$ cat config.mk
export PLATFORM = sky130hd
export DESIGN_NAME = track_point_predictor
export DESIGN_NICKNAME = d
export VERILOG_FILES = /design/src/rtl/core/tpp_pkg.sv /design/src/rtl/core/track_point_predictor.sv /design/src/rtl/core/tpp_divider.sv
export SDC_FILE = /design/constraint.sdc
export NUM_CORES = 2
export LEC_CHECK = 0
export BUFFER_PORTS_ARGS = -buffer_cell sky130_fd_sc_hd__buf_2
export CAP_MARGIN = 5
export CELL_PAD_IN_SITES_DETAIL_PLACEMENT = 1
export CELL_PAD_IN_SITES_GLOBAL_PLACEMENT = 1
export CORE_AREA = 4 4 243 423
export DETAILED_ROUTE_END_ITERATION = 8
export DIE_AREA = 0 0 247 427
export PLACE_DENSITY = 0.7
export SYNTH_ARGS = -nofsm -noshare
export SYNTH_HDL_FRONTEND = slang
export SYNTH_SLANG_ARGS = --single-unit
$ cat constraint.sdc
create_clock -name clock -period 12 [get_ports clock]
set_input_delay 1.8 -clock clock [delete_from_list [all_inputs] [get_ports clock]]
set_output_delay 1.8 -clock clock [all_outputs]
set_load 0.02 [all_outputs]
$ cat src/rtl/core/tpp_pkg.sv
`timescale 1ns / 1ps
// Shared types and constants for the track point predictor.
// No dependencies; imported by tpp_divider, track_point_predictor and the test bench.

package tpp_pkg;

   localparam int REG_W     = 13;  // frame size registers
   localparam int FRAME_W   = 32;  // frame numbers
   localparam int OP_W      = 2;
   localparam int CSR_IDX_W = 1;

   typedef enum logic [OP_W-1:0] {
      OP_CLEAR   = 2'd0,
      OP_APPEND  = 2'd1,
      OP_PREDICT = 2'd2,
      OP_NONE    = 2'd3
   } tpp_op_type;

   localparam logic [CSR_IDX_W-1:0] CSR_FRAME_WIDTH  = 1'b0;
   localparam logic [CSR_IDX_W-1:0] CSR_FRAME_HEIGHT = 1'b1;

   localparam logic [REG_W-1:0] FRAME_WIDTH_RST  = 13'd1280;
   localparam logic [REG_W-1:0] FRAME_HEIGHT_RST = 13'd720;

   // Divider status back to the sequencer.
   typedef struct packed {
      logic done;  // one-cycle pulse, quotient valid
      logic ovf;   // quotient does not fit the quotient width
   } tpp_div_status_type;

endpackage

$ cat src/rtl/core/track_point_predictor.sv
`timescale 1ns / 1ps
// Constant-velocity point predictor for one feature track: three-point
// history, sequencer and shared multiplier/divider. Depends on tpp_pkg, tpp_divider.
//
//  channel | direction | handshake                | payload
//  --------+-----------+--------------------------+------------------------------------
//  req     | in        | req_tvalid / req_tready  | tuser op; tdata x, y, frame number
//  rsp     | out       | rsp_tvalid / rsp_tready  | tdata pred x, y; tuser fell_back, ok
//  csr     | in        | csr_valid / csr_ready    | csr_index, csr_data (frame w / h)
//
// Clear, append and unused ops finish in the accepting cycle; a predict that needs
// no division passes through PREP and EMIT. With three points and a nonzero frame
// half-difference the one multiplier and the divider run once for x, then once for
// y, each time through MUL, LOAD and WAIT; the divider gives one bit per cycle.
// req_tready is high only while the sequencer is idle. A finished result waits in
// the rsp register; the sequencer holds in its last state until it is free.
// Synchronous active-high reset empties the history and loads 1280 x 720.

module track_point_predictor #(
   parameter int  COORD_BITS = 12,
   localparam int REQ_W      = ((2 * COORD_BITS + tpp_pkg::FRAME_W + 7) / 8) * 8,
   localparam int RSP_W      = ((2 * COORD_BITS + 7) / 8) * 8
) (
   input  logic                           clock,
   input  logic                           reset,
   // tdata: point_x, point_y, frame_seq (low bit up), zero padded
   input  logic [REQ_W-1:0]               req_tdata,
   // tuser: operation
   input  logic [tpp_pkg::OP_W-1:0]       req_tuser,
   input  logic                           req_tvalid,
   output logic                           req_tready,
   // tdata: pred_x, pred_y (low bit up), zero padded
   output logic [RSP_W-1:0]               rsp_tdata,
   // tuser: fell_back, predict_ok (low bit up)
   output logic [1:0]                     rsp_tuser,
   output logic                           rsp_tvalid,
   input  logic                           rsp_tready,
   input  logic                           csr_valid,
   output logic                           csr_ready,
   input  logic [tpp_pkg::CSR_IDX_W-1:0]  csr_index,
   input  logic [tpp_pkg::REG_W-1:0]      csr_data
);
   import tpp_pkg::*;

   localparam int C      = COORD_BITS;
   localparam int QB     = C + 1;            // quotient bits worth computing
   localparam int PROD_W = C + FRAME_W;
   localparam int VW     = C + 3;            // signed candidate coordinate
   localparam int CMP_W  = (VW - 1 > REG_W) ? VW - 1 : REG_W;

   typedef enum logic [2:0] {
      ST_IDLE,
      ST_PREP,
      ST_MUL,
      ST_LOAD,
      ST_WAIT,
      ST_EMIT
   } state_type;

   state_type             state_ff;
   logic [C-1:0]          hist_x_ff [3];
   logic [C-1:0]          hist_y_ff [3];
   logic [FRAME_W-1:0]    hist_f_ff [3];
   logic [1:0]            count_ff;
   logic [REG_W-1:0]      frame_width_ff;
   logic [REG_W-1:0]      frame_height_ff;
   logic [FRAME_W-1:0]    fseq_ff;
   logic [FRAME_W-1:0]    gap_mag_ff;
   logic                  gap_neg_ff;
   logic [FRAME_W-1:0]    half_mag_ff;
   logic                  half_neg_ff;
   logic [PROD_W-1:0]     prod_mag_ff;
   logic                  q_neg_ff;
   logic                  comp_ff;
   logic signed [VW-1:0]  cand_x_ff;
   logic signed [VW-1:0]  cand_y_ff;
   logic                  fall_ff;
   logic                  ok_ff;
   logic [RSP_W-1:0]      rsp_data_ff;
   logic [1:0]            rsp_user_ff;
   logic                  rsp_valid_ff;

   tpp_op_type            req_op;
   logic                  req_fire;
   logic [C-1:0]          req_x;
   logic [C-1:0]          req_y;
   logic [FRAME_W-1:0]    req_frame;

   logic signed [FRAME_W:0] fdiff, half, half_abs;
   logic signed [FRAME_W:0] gap, gap_abs;
   logic                    half_zero;
   logic [C-1:0]            d0, d2;
   logic signed [C:0]       ddiff, dhalf, dabs;
   logic [PROD_W-1:0]       prod;
   logic signed [VW-1:0]    qval;
   logic signed [VW-1:0]    cand_div;
   logic signed [VW-1:0]    cand2_x, cand2_y;
   logic                    x_ok, y_ok, use_newest;
   logic                    slot_free;
   logic                    div_start;
   logic [QB-1:0]           div_quot;
   tpp_div_status_type      div_status;

   assign req_op     = tpp_op_type'(req_tuser);
   assign req_x      = req_tdata[C-1:0];
   assign req_y      = req_tdata[2*C-1:C];
   assign req_frame  = req_tdata[2*C+FRAME_W-1:2*C];
   assign req_tready = (state_ff == ST_IDLE);
   assign req_fire   = req_tvalid && req_tready;
   assign csr_ready  = 1'b1;
   assign slot_free  = !rsp_valid_ff || rsp_tready;
   assign div_start  = (state_ff == ST_LOAD);

   always_comb begin
      // frame half-difference and gap, both from the newest frame
      fdiff     = {1'b0, hist_f_ff[0]} - {1'b0, hist_f_ff[2]};
      half      = fdiff >>> 1;
      half_abs  = half[FRAME_W] ? -half : half;
      half_zero = (half == '0);
      gap       = {1'b0, fseq_ff} - {1'b0, hist_f_ff[0]};
      gap_abs   = gap[FRAME_W] ? -gap : gap;

      // position half-difference for the coordinate in work
      d0    = comp_ff ? hist_y_ff[0] : hist_x_ff[0];
      d2    = comp_ff ? hist_y_ff[2] : hist_x_ff[2];
      ddiff = {1'b0, d0} - {1'b0, d2};
      dhalf = ddiff >>> 1;
      dabs  = dhalf[C] ? -dhalf : dhalf;
      prod  = dabs[C-1:0] * gap_mag_ff;

      qval     = q_neg_ff ? -VW'(div_quot) : VW'(div_quot);
      cand_div = VW'(d0) + qval;

      cand2_x = VW'({hist_x_ff[0], 1'b0}) - VW'(hist_x_ff[1]);
      cand2_y = VW'({hist_y_ff[0], 1'b0}) - VW'(hist_y_ff[1]);

      x_ok = !cand_x_ff[VW-1] && (cand_x_ff[VW-2:C] == '0)
             && (CMP_W'(cand_x_ff[VW-2:0]) < CMP_W'(frame_width_ff));
      y_ok = !cand_y_ff[VW-1] && (cand_y_ff[VW-2:C] == '0)
             && (CMP_W'(cand_y_ff[VW-2:0]) < CMP_W'(frame_height_ff));
      use_newest = fall_ff || !x_ok || !y_ok;
   end

   tpp_divider #(
      .QUOT_W (QB),
      .NUM_W  (PROD_W),
      .DEN_W  (FRAME_W)
   ) u_div (
      .clock  (clock),
      .reset  (reset),
      .start  (div_start),
      .num    (prod_mag_ff),
      .den    (half_mag_ff),
      .quot   (div_quot),
      .status (div_status)
   );

   always_ff @(posedge clock) begin
      if (reset) begin
         state_ff        <= ST_IDLE;
         count_ff        <= 2'd0;
         frame_width_ff  <= FRAME_WIDTH_RST;
         frame_height_ff <= FRAME_HEIGHT_RST;
         rsp_valid_ff    <= 1'b0;
         comp_ff         <= 1'b0;
      end else begin
         if (csr_valid) begin
            case (csr_index)
               CSR_FRAME_WIDTH:  frame_width_ff  <= csr_data;
               CSR_FRAME_HEIGHT: frame_height_ff <= csr_data;
               default: ;
            endcase
         end

         // drop the result once taken, unless a new one is loaded
         if (rsp_tready && state_ff != ST_EMIT) begin
            rsp_valid_ff <= 1'b0;
         end

         case (state_ff)
            ST_IDLE: begin
               if (req_fire) begin
                  case (req_op)
                     OP_CLEAR: count_ff <= 2'd0;
                     OP_APPEND: begin
                        hist_x_ff[2] <= hist_x_ff[1];
                        hist_y_ff[2] <= hist_y_ff[1];
                        hist_f_ff[2] <= hist_f_ff[1];
                        hist_x_ff[1] <= hist_x_ff[0];
                        hist_y_ff[1] <= hist_y_ff[0];
                        hist_f_ff[1] <= hist_f_ff[0];
                        hist_x_ff[0] <= req_x;
                        hist_y_ff[0] <= req_y;
                        hist_f_ff[0] <= req_frame;
                        if (count_ff != 2'd3) begin
                           count_ff <= count_ff + 2'd1;
                        end
                     end
                     OP_PREDICT: begin
                        fseq_ff  <= req_frame;
                        state_ff <= ST_PREP;
                     end
                     default: ;
                  endcase
               end
            end

            ST_PREP: begin
               ok_ff       <= (count_ff != 2'd0);
               fall_ff     <= (count_ff == 2'd3) && half_zero;
               comp_ff     <= 1'b0;
               gap_mag_ff  <= gap_abs[FRAME_W-1:0];
               gap_neg_ff  <= gap[FRAME_W];
               half_mag_ff <= half_abs[FRAME_W-1:0];
               half_neg_ff <= half[FRAME_W];
               if (count_ff == 2'd2) begin
                  cand_x_ff <= cand2_x;
                  cand_y_ff <= cand2_y;
               end else begin
                  cand_x_ff <= VW'(hist_x_ff[0]);
                  cand_y_ff <= VW'(hist_y_ff[0]);
               end
               if ((count_ff == 2'd3) && !half_zero) begin
                  state_ff <= ST_MUL;
               end else begin
                  state_ff <= ST_EMIT;
               end
            end

            ST_MUL: begin
               prod_mag_ff <= prod;
               q_neg_ff    <= dhalf[C] ^ gap_neg_ff ^ half_neg_ff;
               state_ff    <= ST_LOAD;
            end

            ST_LOAD: state_ff <= ST_WAIT;

            ST_WAIT: begin
               if (div_status.done) begin
                  if (div_status.ovf) begin
                     fall_ff <= 1'b1;
                  end
                  if (comp_ff) begin
                     cand_y_ff <= cand_div;
                     state_ff  <= ST_EMIT;
                  end else begin
                     cand_x_ff <= cand_div;
                     comp_ff   <= 1'b1;
                     state_ff  <= ST_MUL;
                  end
               end
            end

            ST_EMIT: begin
               // hold until the result register is free
               if (slot_free) begin
                  rsp_valid_ff <= 1'b1;
                  if (!ok_ff) begin
                     rsp_data_ff <= '0;
                     rsp_user_ff <= 2'b00;
                  end else if (use_newest) begin
                     rsp_data_ff <= RSP_W'({hist_y_ff[0], hist_x_ff[0]});
                     rsp_user_ff <= 2'b11;
                  end else begin
                     rsp_data_ff <= RSP_W'({cand_y_ff[C-1:0], cand_x_ff[C-1:0]});
                     rsp_user_ff <= 2'b10;
                  end
                  state_ff <= ST_IDLE;
               end
            end

            default: state_ff <= ST_IDLE;
         endcase
      end
   end

   assign rsp_tdata  = rsp_data_ff;
   assign rsp_tuser  = rsp_user_ff;
   assign rsp_tvalid = rsp_valid_ff;

endmodule

$ cat src/rtl/core/tpp_divider.sv
`timescale 1ns / 1ps
// Restoring unsigned divider, one quotient bit per cycle, with an early
// overflow exit. Depends on tpp_pkg (status struct).

module tpp_divider #(
   parameter int QUOT_W = 13,
   parameter int NUM_W  = 44,
   parameter int DEN_W  = 32
) (
   input  logic                              clock,
   input  logic                              reset,
   input  logic                              start,
   input  logic [NUM_W-1:0]                  num,
   input  logic [DEN_W-1:0]                  den,
   output logic [QUOT_W-1:0]                 quot,
   output tpp_pkg::tpp_div_status_type       status
);
   import tpp_pkg::*;

   // Upper numerator bits must fit the divisor width.
   localparam int HI_W  = NUM_W - QUOT_W;
   localparam int CNT_W = $clog2(QUOT_W + 1);

   logic [DEN_W-1:0]  rem_ff, rem_in;
   logic [DEN_W-1:0]  den_ff;
   logic [QUOT_W-1:0] low_ff;
   logic [QUOT_W-1:0] quot_ff;
   logic [CNT_W-1:0]  cnt_ff;
   logic              busy_ff;
   logic              done_ff;
   logic              ovf_ff;

   logic [HI_W-1:0]   num_hi;
   logic              ovf_now;
   logic [DEN_W:0]    trial;
   logic [DEN_W:0]    trial_diff;
   logic              qbit;

   always_comb begin
      num_hi     = num[NUM_W-1:QUOT_W];
      // quotient >= 2^QUOT_W exactly when the upper bits already reach the divisor
      ovf_now    = DEN_W'(num_hi) >= den;
      trial      = {rem_ff, low_ff[QUOT_W-1]};
      trial_diff = trial - {1'b0, den_ff};
      qbit       = trial >= {1'b0, den_ff};
      rem_in     = qbit ? trial_diff[DEN_W-1:0] : trial[DEN_W-1:0];
   end

   always_ff @(posedge clock) begin
      if (reset) begin
         busy_ff <= 1'b0;
         done_ff <= 1'b0;
         cnt_ff  <= '0;
      end else begin
         done_ff <= 1'b0;
         if (start) begin
            busy_ff <= !ovf_now;
            done_ff <= ovf_now;
            cnt_ff  <= CNT_W'(QUOT_W);
         end else if (busy_ff) begin
            cnt_ff <= cnt_ff - CNT_W'(1);
            if (cnt_ff == CNT_W'(1)) begin
               busy_ff <= 1'b0;
               done_ff <= 1'b1;
            end
         end
      end
   end

   always_ff @(posedge clock) begin
      if (start) begin
         rem_ff  <= DEN_W'(num_hi);
         low_ff  <= num[QUOT_W-1:0];
         den_ff  <= den;
         quot_ff <= '0;
         ovf_ff  <= ovf_now;
      end else if (busy_ff) begin
         rem_ff  <= rem_in;
         low_ff  <= {low_ff[QUOT_W-2:0], 1'b0};
         quot_ff <= {quot_ff[QUOT_W-2:0], qbit};
      end
   end

   assign quot        = quot_ff;
   assign status.done = done_ff;
   assign status.ovf  = ovf_ff;

endmodule

## Word level (Yosys, flattened, before mapping)

Memory sizes are Yosys's and may differ from the RTL's.
Index checks and enable logic that the tools add are counted.

- Flip-flop bits (word level): 331
- Output and inout bits: 29
- RAM bits: 168
- Input port bits: 77
- Word-level logic and storage cells: 166
- Memories kept: 3

Memories:

| name | depth | bits a word | read ports | clocked after memory_dff | wr ports | RTL line | RTL |
|---|---|---|---|---|---|---|---|
| hist_f_ff | 3 | 32 | 3 | 0 | 3 | track_point_predictor.sv:63 | `logic [FRAME_W-1:0] hist_f_ff [3];` |
| hist_x_ff | 3 | 12 | 3 | 0 | 3 | track_point_predictor.sv:61 | `logic [C-1:0] hist_x_ff [3];` |
| hist_y_ff | 3 | 12 | 3 | 0 | 3 | track_point_predictor.sv:62 | `logic [C-1:0] hist_y_ff [3];` |

- Reductions and logical operators: 40
- Add/sub/neg operators: 13
- Muxes and demuxes: 51
- Bitwise gates (word level): 4
- Equal/unequal tests: 20
- $lt $le $gt $ge: 4
- Multipliers: 1

Operators by type and width:

| kind | number |
|---|---|
| $mux 15 | 7 |
| $mux 31 | 3 |
| $sub 32x32->33 | 2 |
| $mux 32 | 2 |
| $neg 32->32 | 2 |
| $pmux 15 s2 | 2 |
| $mul 12x32->44 | 1 |
| $mux 12 | 3 |
| $ge 33x32->1 | 1 |
| $logic_not 33->1 | 1 |
| $ge 31x32->1 | 1 |
| $sub 32x32->32 | 1 |
| $lt 14x13->1 | 2 |
| $sub 13x12->14 | 2 |
| $mux 13 | 2 |
| $mux 24 | 1 |
| $reduce_and 4->1 | 6 |
| $mux 1 | 18 |
| $mux 3 | 6 |
| $pmux 3 s6 | 1 |
| $add 12x15->15 | 1 |
| $neg 13->15 | 1 |
| $sub 12x12->13 | 1 |
| $neg 12->12 | 1 |
| 26 further kinds | 65 |

## Longest topological paths before layout

- Depth after elaboration: 7
- Gate-level depth with buffers: 40
- Depth with buffers taken out: 36

## Modules after synthesis

A second synthesis with hierarchy kept.

- Cells, all modules: 4,070
- Area, all modules: 40,697.8 µm²

By module, submodules not included:

| module | area each (µm²) | instances | seq. area each (µm²) | cells an instance |
|---|---|---|---|---|
| track_point_predictor | 33,880.0 | 1 | 11,741.3 | 3,401 |
| tpp_divider | 6,817.8 | 1 | 2,712.6 | 669 |

## Worst setup path before layout

Ideal clock, no wire load.

- Path type: input to register
- Start point: in reset
- End point: mem hist_f_ff[0][0] (enable)
- Required time: 11,302 ps
- Data arrival time: 9,205 ps
- Slack: 2,097 ps
- Buffers on the path: 2
- Library setup time: 698 ps
- Stages on the path: 3
- Path through: clkbuf_1 -> clkbuf_1 -> nor2_1

RTL lines:

| item | RTL line | RTL |
|---|---|---|
| start: declaration | track_point_predictor.sv:25 | `input logic reset,` |
| end: declaration | track_point_predictor.sv:63 |  |

==> summary.md <==
| Metric | Value |
|---|---|
| Status | finished clean |
| Final hold violation count | 0 |
| PD cells | 206 mW/mm2 |
| Layout cell share with drive strength beyond 1 | under 10% |
| RSZ-0062 raised after global routing | no |
| Worst-case reg-to-reg path depth | 34 |
| Place WS | 1.25 ns |
| Lkg Pwr | 19.1 nW |
| CP endpoint kind | flip-flop |
| Via Count | 30.2k |
| Slew margin rel. | 22.8% |
| DR iter-0 viols | between 1k and 1.5k |
| TritonCTS Buffers | 53 |
| Total iterations of the first detailed-routing run | 5 |
| Post-DP HPWL | 94,500 um |
| Dpl cell area | 0.0425 mm2 |
| Clock slew at reported path FFs | roughly 0.06 ns |
| Syn Area/Cell | 9.74 um2 |
| IO Pins | 106 |
| Clock Sinks | 499 |
| Worst Path Arrival | 11.12 ns |
| Drt total wl | approximately 120,000 um |
| # resized after CTS | 0 |
| Hold WC Path Type | flip-flop to flip-flop |
| Site row count | 153 |
| Maxcap violations | 0 |
| Mapped Area | 0.0405 mm2 |
| Post-synthesis sequential area ratio | 35.7% |
| Ys async rst share | 0% |
| Final critical-path share of the clock period | 89.5% |
| Nets | 4,874 |
| Full die area | 0.105 mm2 |
| Initial antenna violation count | 0 |
| EDFF count, synth | 446 |
| CTS HTree Levels | 2 |
| Startpoint class of the critical path | flip-flop |
| DRC | 0 |
| Critical path's largest stage delay | 0.74 ns |
| WL/cell | between 20 and 25 um |
| Seq cells post-synth | 499 |
| Levels on crit path | 34 |
| Clock buffer depth | 3 |
| Most used DFF post-synth | edfxtp_1 |
| Die Ht | 427 um |
| Worst hold path cell count | 0 |
| Synth warn | 0 |
| Worst-Skew Late Latency | 0.65 ns |
| Synth Net Count | around 4.8k |
| Most Frequent Cell on Critical Path | fa_1 |
| Hold-fix buffers at CTS | 0 |
| Port Buf Inserts | ~100 |
| Synthesized instance count | 4,160 |
| Setup slack after layout | 1.25 ns |
| Achievable Freq | 0.0931 GHz |
| Antenna-violating nets left | 0 |
| Vias in the first global route | approximately 34k |
| WP data required | 12.38 ns |
| Worst slew pin tran | between 1 and 1.5 ns |
| CTS tree | yes |
| Post-synth cell types | 89 |
| Setup CP Type | flip-flop to flip-flop |
| Critical-path maximum fanout | 13 |
| Final Max Slew Viols | 0 |
| Vias per cell | roughly 5.4 |
| Routability Congestion | ~0.88 |
| Antenna Cells | 0 |
| Finish-stage setup viols | 0 |
| Non-Filler Cell Area, Final | 0.0444 mm2 |
| Cell family with most CP delay | compound AO/OA/AOI/OAI gates |
| All-layer global routing usage | about 23% |
| Layer with the highest usage | met2 |
| First-pass GRT wire length | 185,000 um |
| GRT met1 Usage | 21.6% |
| Initial Util | 40.8% |
| # Post-CTS Setup Buffers | 0 |
| Overflow after GRT | 0 |
| CTS root buffer | clkbuf_16 |
| GR Util met2 | 46.2% |
| Crit path time final | ~11 ns |
| Met3 Use GR | 2.01% |
| Final TNS setup | 0 ns |
| Clock Skew | 0.0291 ns |
| Area growth, synth to finish | 9.45% |
| Largest net degree at the start of global routing | 77 |
| Critical path buffers and inverters | 4 |
| CP max-delay cell | xor2_2 |
| Core Box Area | 0.0994 mm2 |
| Die span in x | 247 um |
| Worst-case vdd ir drop | between 0.0002 and 0.00025 V |
==> area by class of cell <==
type,count,area (um2)
Inverter,628,2360
Tap cell,1317,1650
Clock inverter,37,405
Sequential cell,499,14500
Clock buffer,63,1430
Multi-Input combinational cell,2879,23300
Timing Repair Buffer,143,813
Fill cell,11200,55000
==> cell usage in the layout, fill, tap and decap left out, drive strengths merged, types with 63 or more instances in the layout <==
cell / synthesis / layout
inv: 627 / 632
nand2: 483 / 483
edfxtp: 446 / 446
fa: 307 / 307
ha: 286 / 286
a21oi: 230 / 230
nor2: 203 / 203
o21ai: 169 / 169
and2: 167 / 167
buf: 19 / 143
xnor2: 139 / 139
a21o: 84 / 84
nand3: 73 / 73
nor3: 67 / 67
xor2: 67 / 67
clkbuf: 135 / 63
==> power breakdown <==
group          total [mW]  switching (mW)  leakage [nW]  internal [mW]
clock network        1.75           0.742         0.892           1.01
registers            2.20          0.0335          4.47           2.16
logic                5.21            3.20          13.8           2.01
total                9.15            3.98          19.1           5.18
==> kinds of logic after synthesis <==
group / count (synthesis) / synth area share (%)
other cells: 1 / 0.00925
xor+xnor: 206 / 4.45
flops: 499 / 35.7
fa+ha+maj: 593 / 24.0
mux: 62 / 1.57
simple gates: 1246 / 14.9
compound gates: 771 / 12.1
buf+inv: 782 / 7.30
==> path summary, 6_finish.rpt <==
| check | from | to | slack [ns] |
|---|---|---|---|
| worst max-delay path | hist_x_ff[0][0] | prod_mag_ff[42] | 1.25 |
| worst min register to register | hist_f_ff[0][49] | hist_f_ff[0][81] | 0.42 |
| worst min-delay path | hist_f_ff[0][49] | hist_f_ff[0][81] | 0.42 |
| worst max register to register | hist_x_ff[0][0] | prod_mag_ff[42] | 1.25 |
==> registers in the layout, summed over array words and instances, names as in the netlist, 3 cells and up <==
signal / cells
cand_x_ff: 15
cand_y_ff: 15
frame_height_ff: 13
frame_width_ff: 13
fseq_ff: 32
gap_mag_ff: 32
half_mag_ff: 32
hist_f_ff: 96
hist_x_ff: 36
hist_y_ff: 36
prod_mag_ff: 44
rsp_tdata: 24
state_ff: 3
u_div.cnt_ff: 4
u_div.den_ff: 32
u_div.low_ff: 13
u_div.quot: 13
u_div.rem_ff: 32
==> worst reg2reg max path: cells and delay by family, from the launching register on <==
| family | cells | cell delay (ns) |
|---|---|---|
| buffers and inverters | 4 | 0.49 |
| adder cells (fa/ha/maj) | 7 | 3.39 |
| AO/OA/AOI/OAI | 16 | 4.30 |
| flip-flops | 1 | 0.47 |
| AND/OR/NAND/NOR | 5 | 1.01 |
| XOR/XNOR | 2 | 0.83 |
==> stage by stage <==
step / total power [mW] / hold slack (ns) / std cells / util (%)
after floorplan: 5.81 / 0.400 / 4160 / -
after global placement: 7.36 / 0.401 / 5466 / 42.8
after detailed placement: 7.47 / 0.406 / 5466 / 42.8
after CTS: 9.27 / 0.418 / 5566 / 44.7
after global routing: 9.87 / 0.426 / 5566 / 44.7
final: 9.15 / 0.418 / 5566 / 44.7
==> per-layer routing <==
layer | vias up | routed length [um]
met1 | 15300 | 40300
li1 | 14100 | -
met5 | - | 0
met2 | 564 | 67600
met4 | 0 | 7320
met3 | 287 | 2930
==> synthesized netlist by cell type (14+ instances only) <==
| library cell | instances | area [um2] |
|---|---|---|
| a211o_1 | 15 | 131 |
| a211oi_1 | 24 | 180 |
| a21boi_0 | 14 | 105 |
| a21o_1 | 84 | 631 |
| a21oi_1 | 230 | 1150 |
| a31oi_1 | 52 | 325 |
| and2_1 | 167 | 1040 |
| and3_1 | 21 | 131 |
| clkbuf_1 | 135 | 507 |
| dfxtp_1 | 53 | 1060 |
| edfxtp_1 | 446 | 13400 |
| fa_1 | 307 | 6150 |
| ha_1 | 286 | 3580 |
| inv_1 | 626 | 2350 |
| mux2i_1 | 51 | 510 |
| nand2_1 | 483 | 1810 |
| nand2b_1 | 36 | 225 |
| nand3_1 | 73 | 365 |
| nand4_1 | 27 | 169 |
| nor2_1 | 203 | 762 |
| nor2b_1 | 52 | 325 |
| nor3_1 | 67 | 335 |
| nor4_1 | 14 | 87.6 |
| o211ai_1 | 21 | 158 |
| o21a_1 | 27 | 203 |
| o21ai_0 | 162 | 811 |
| o21bai_1 | 18 | 135 |
| o31ai_1 | 24 | 180 |
| or2_2 | 24 | 150 |
| or3_1 | 23 | 144 |
| xnor2_1 | 139 | 1220 |
| xor2_1 | 67 | 587 |
(Power assumes the default switching activity.)
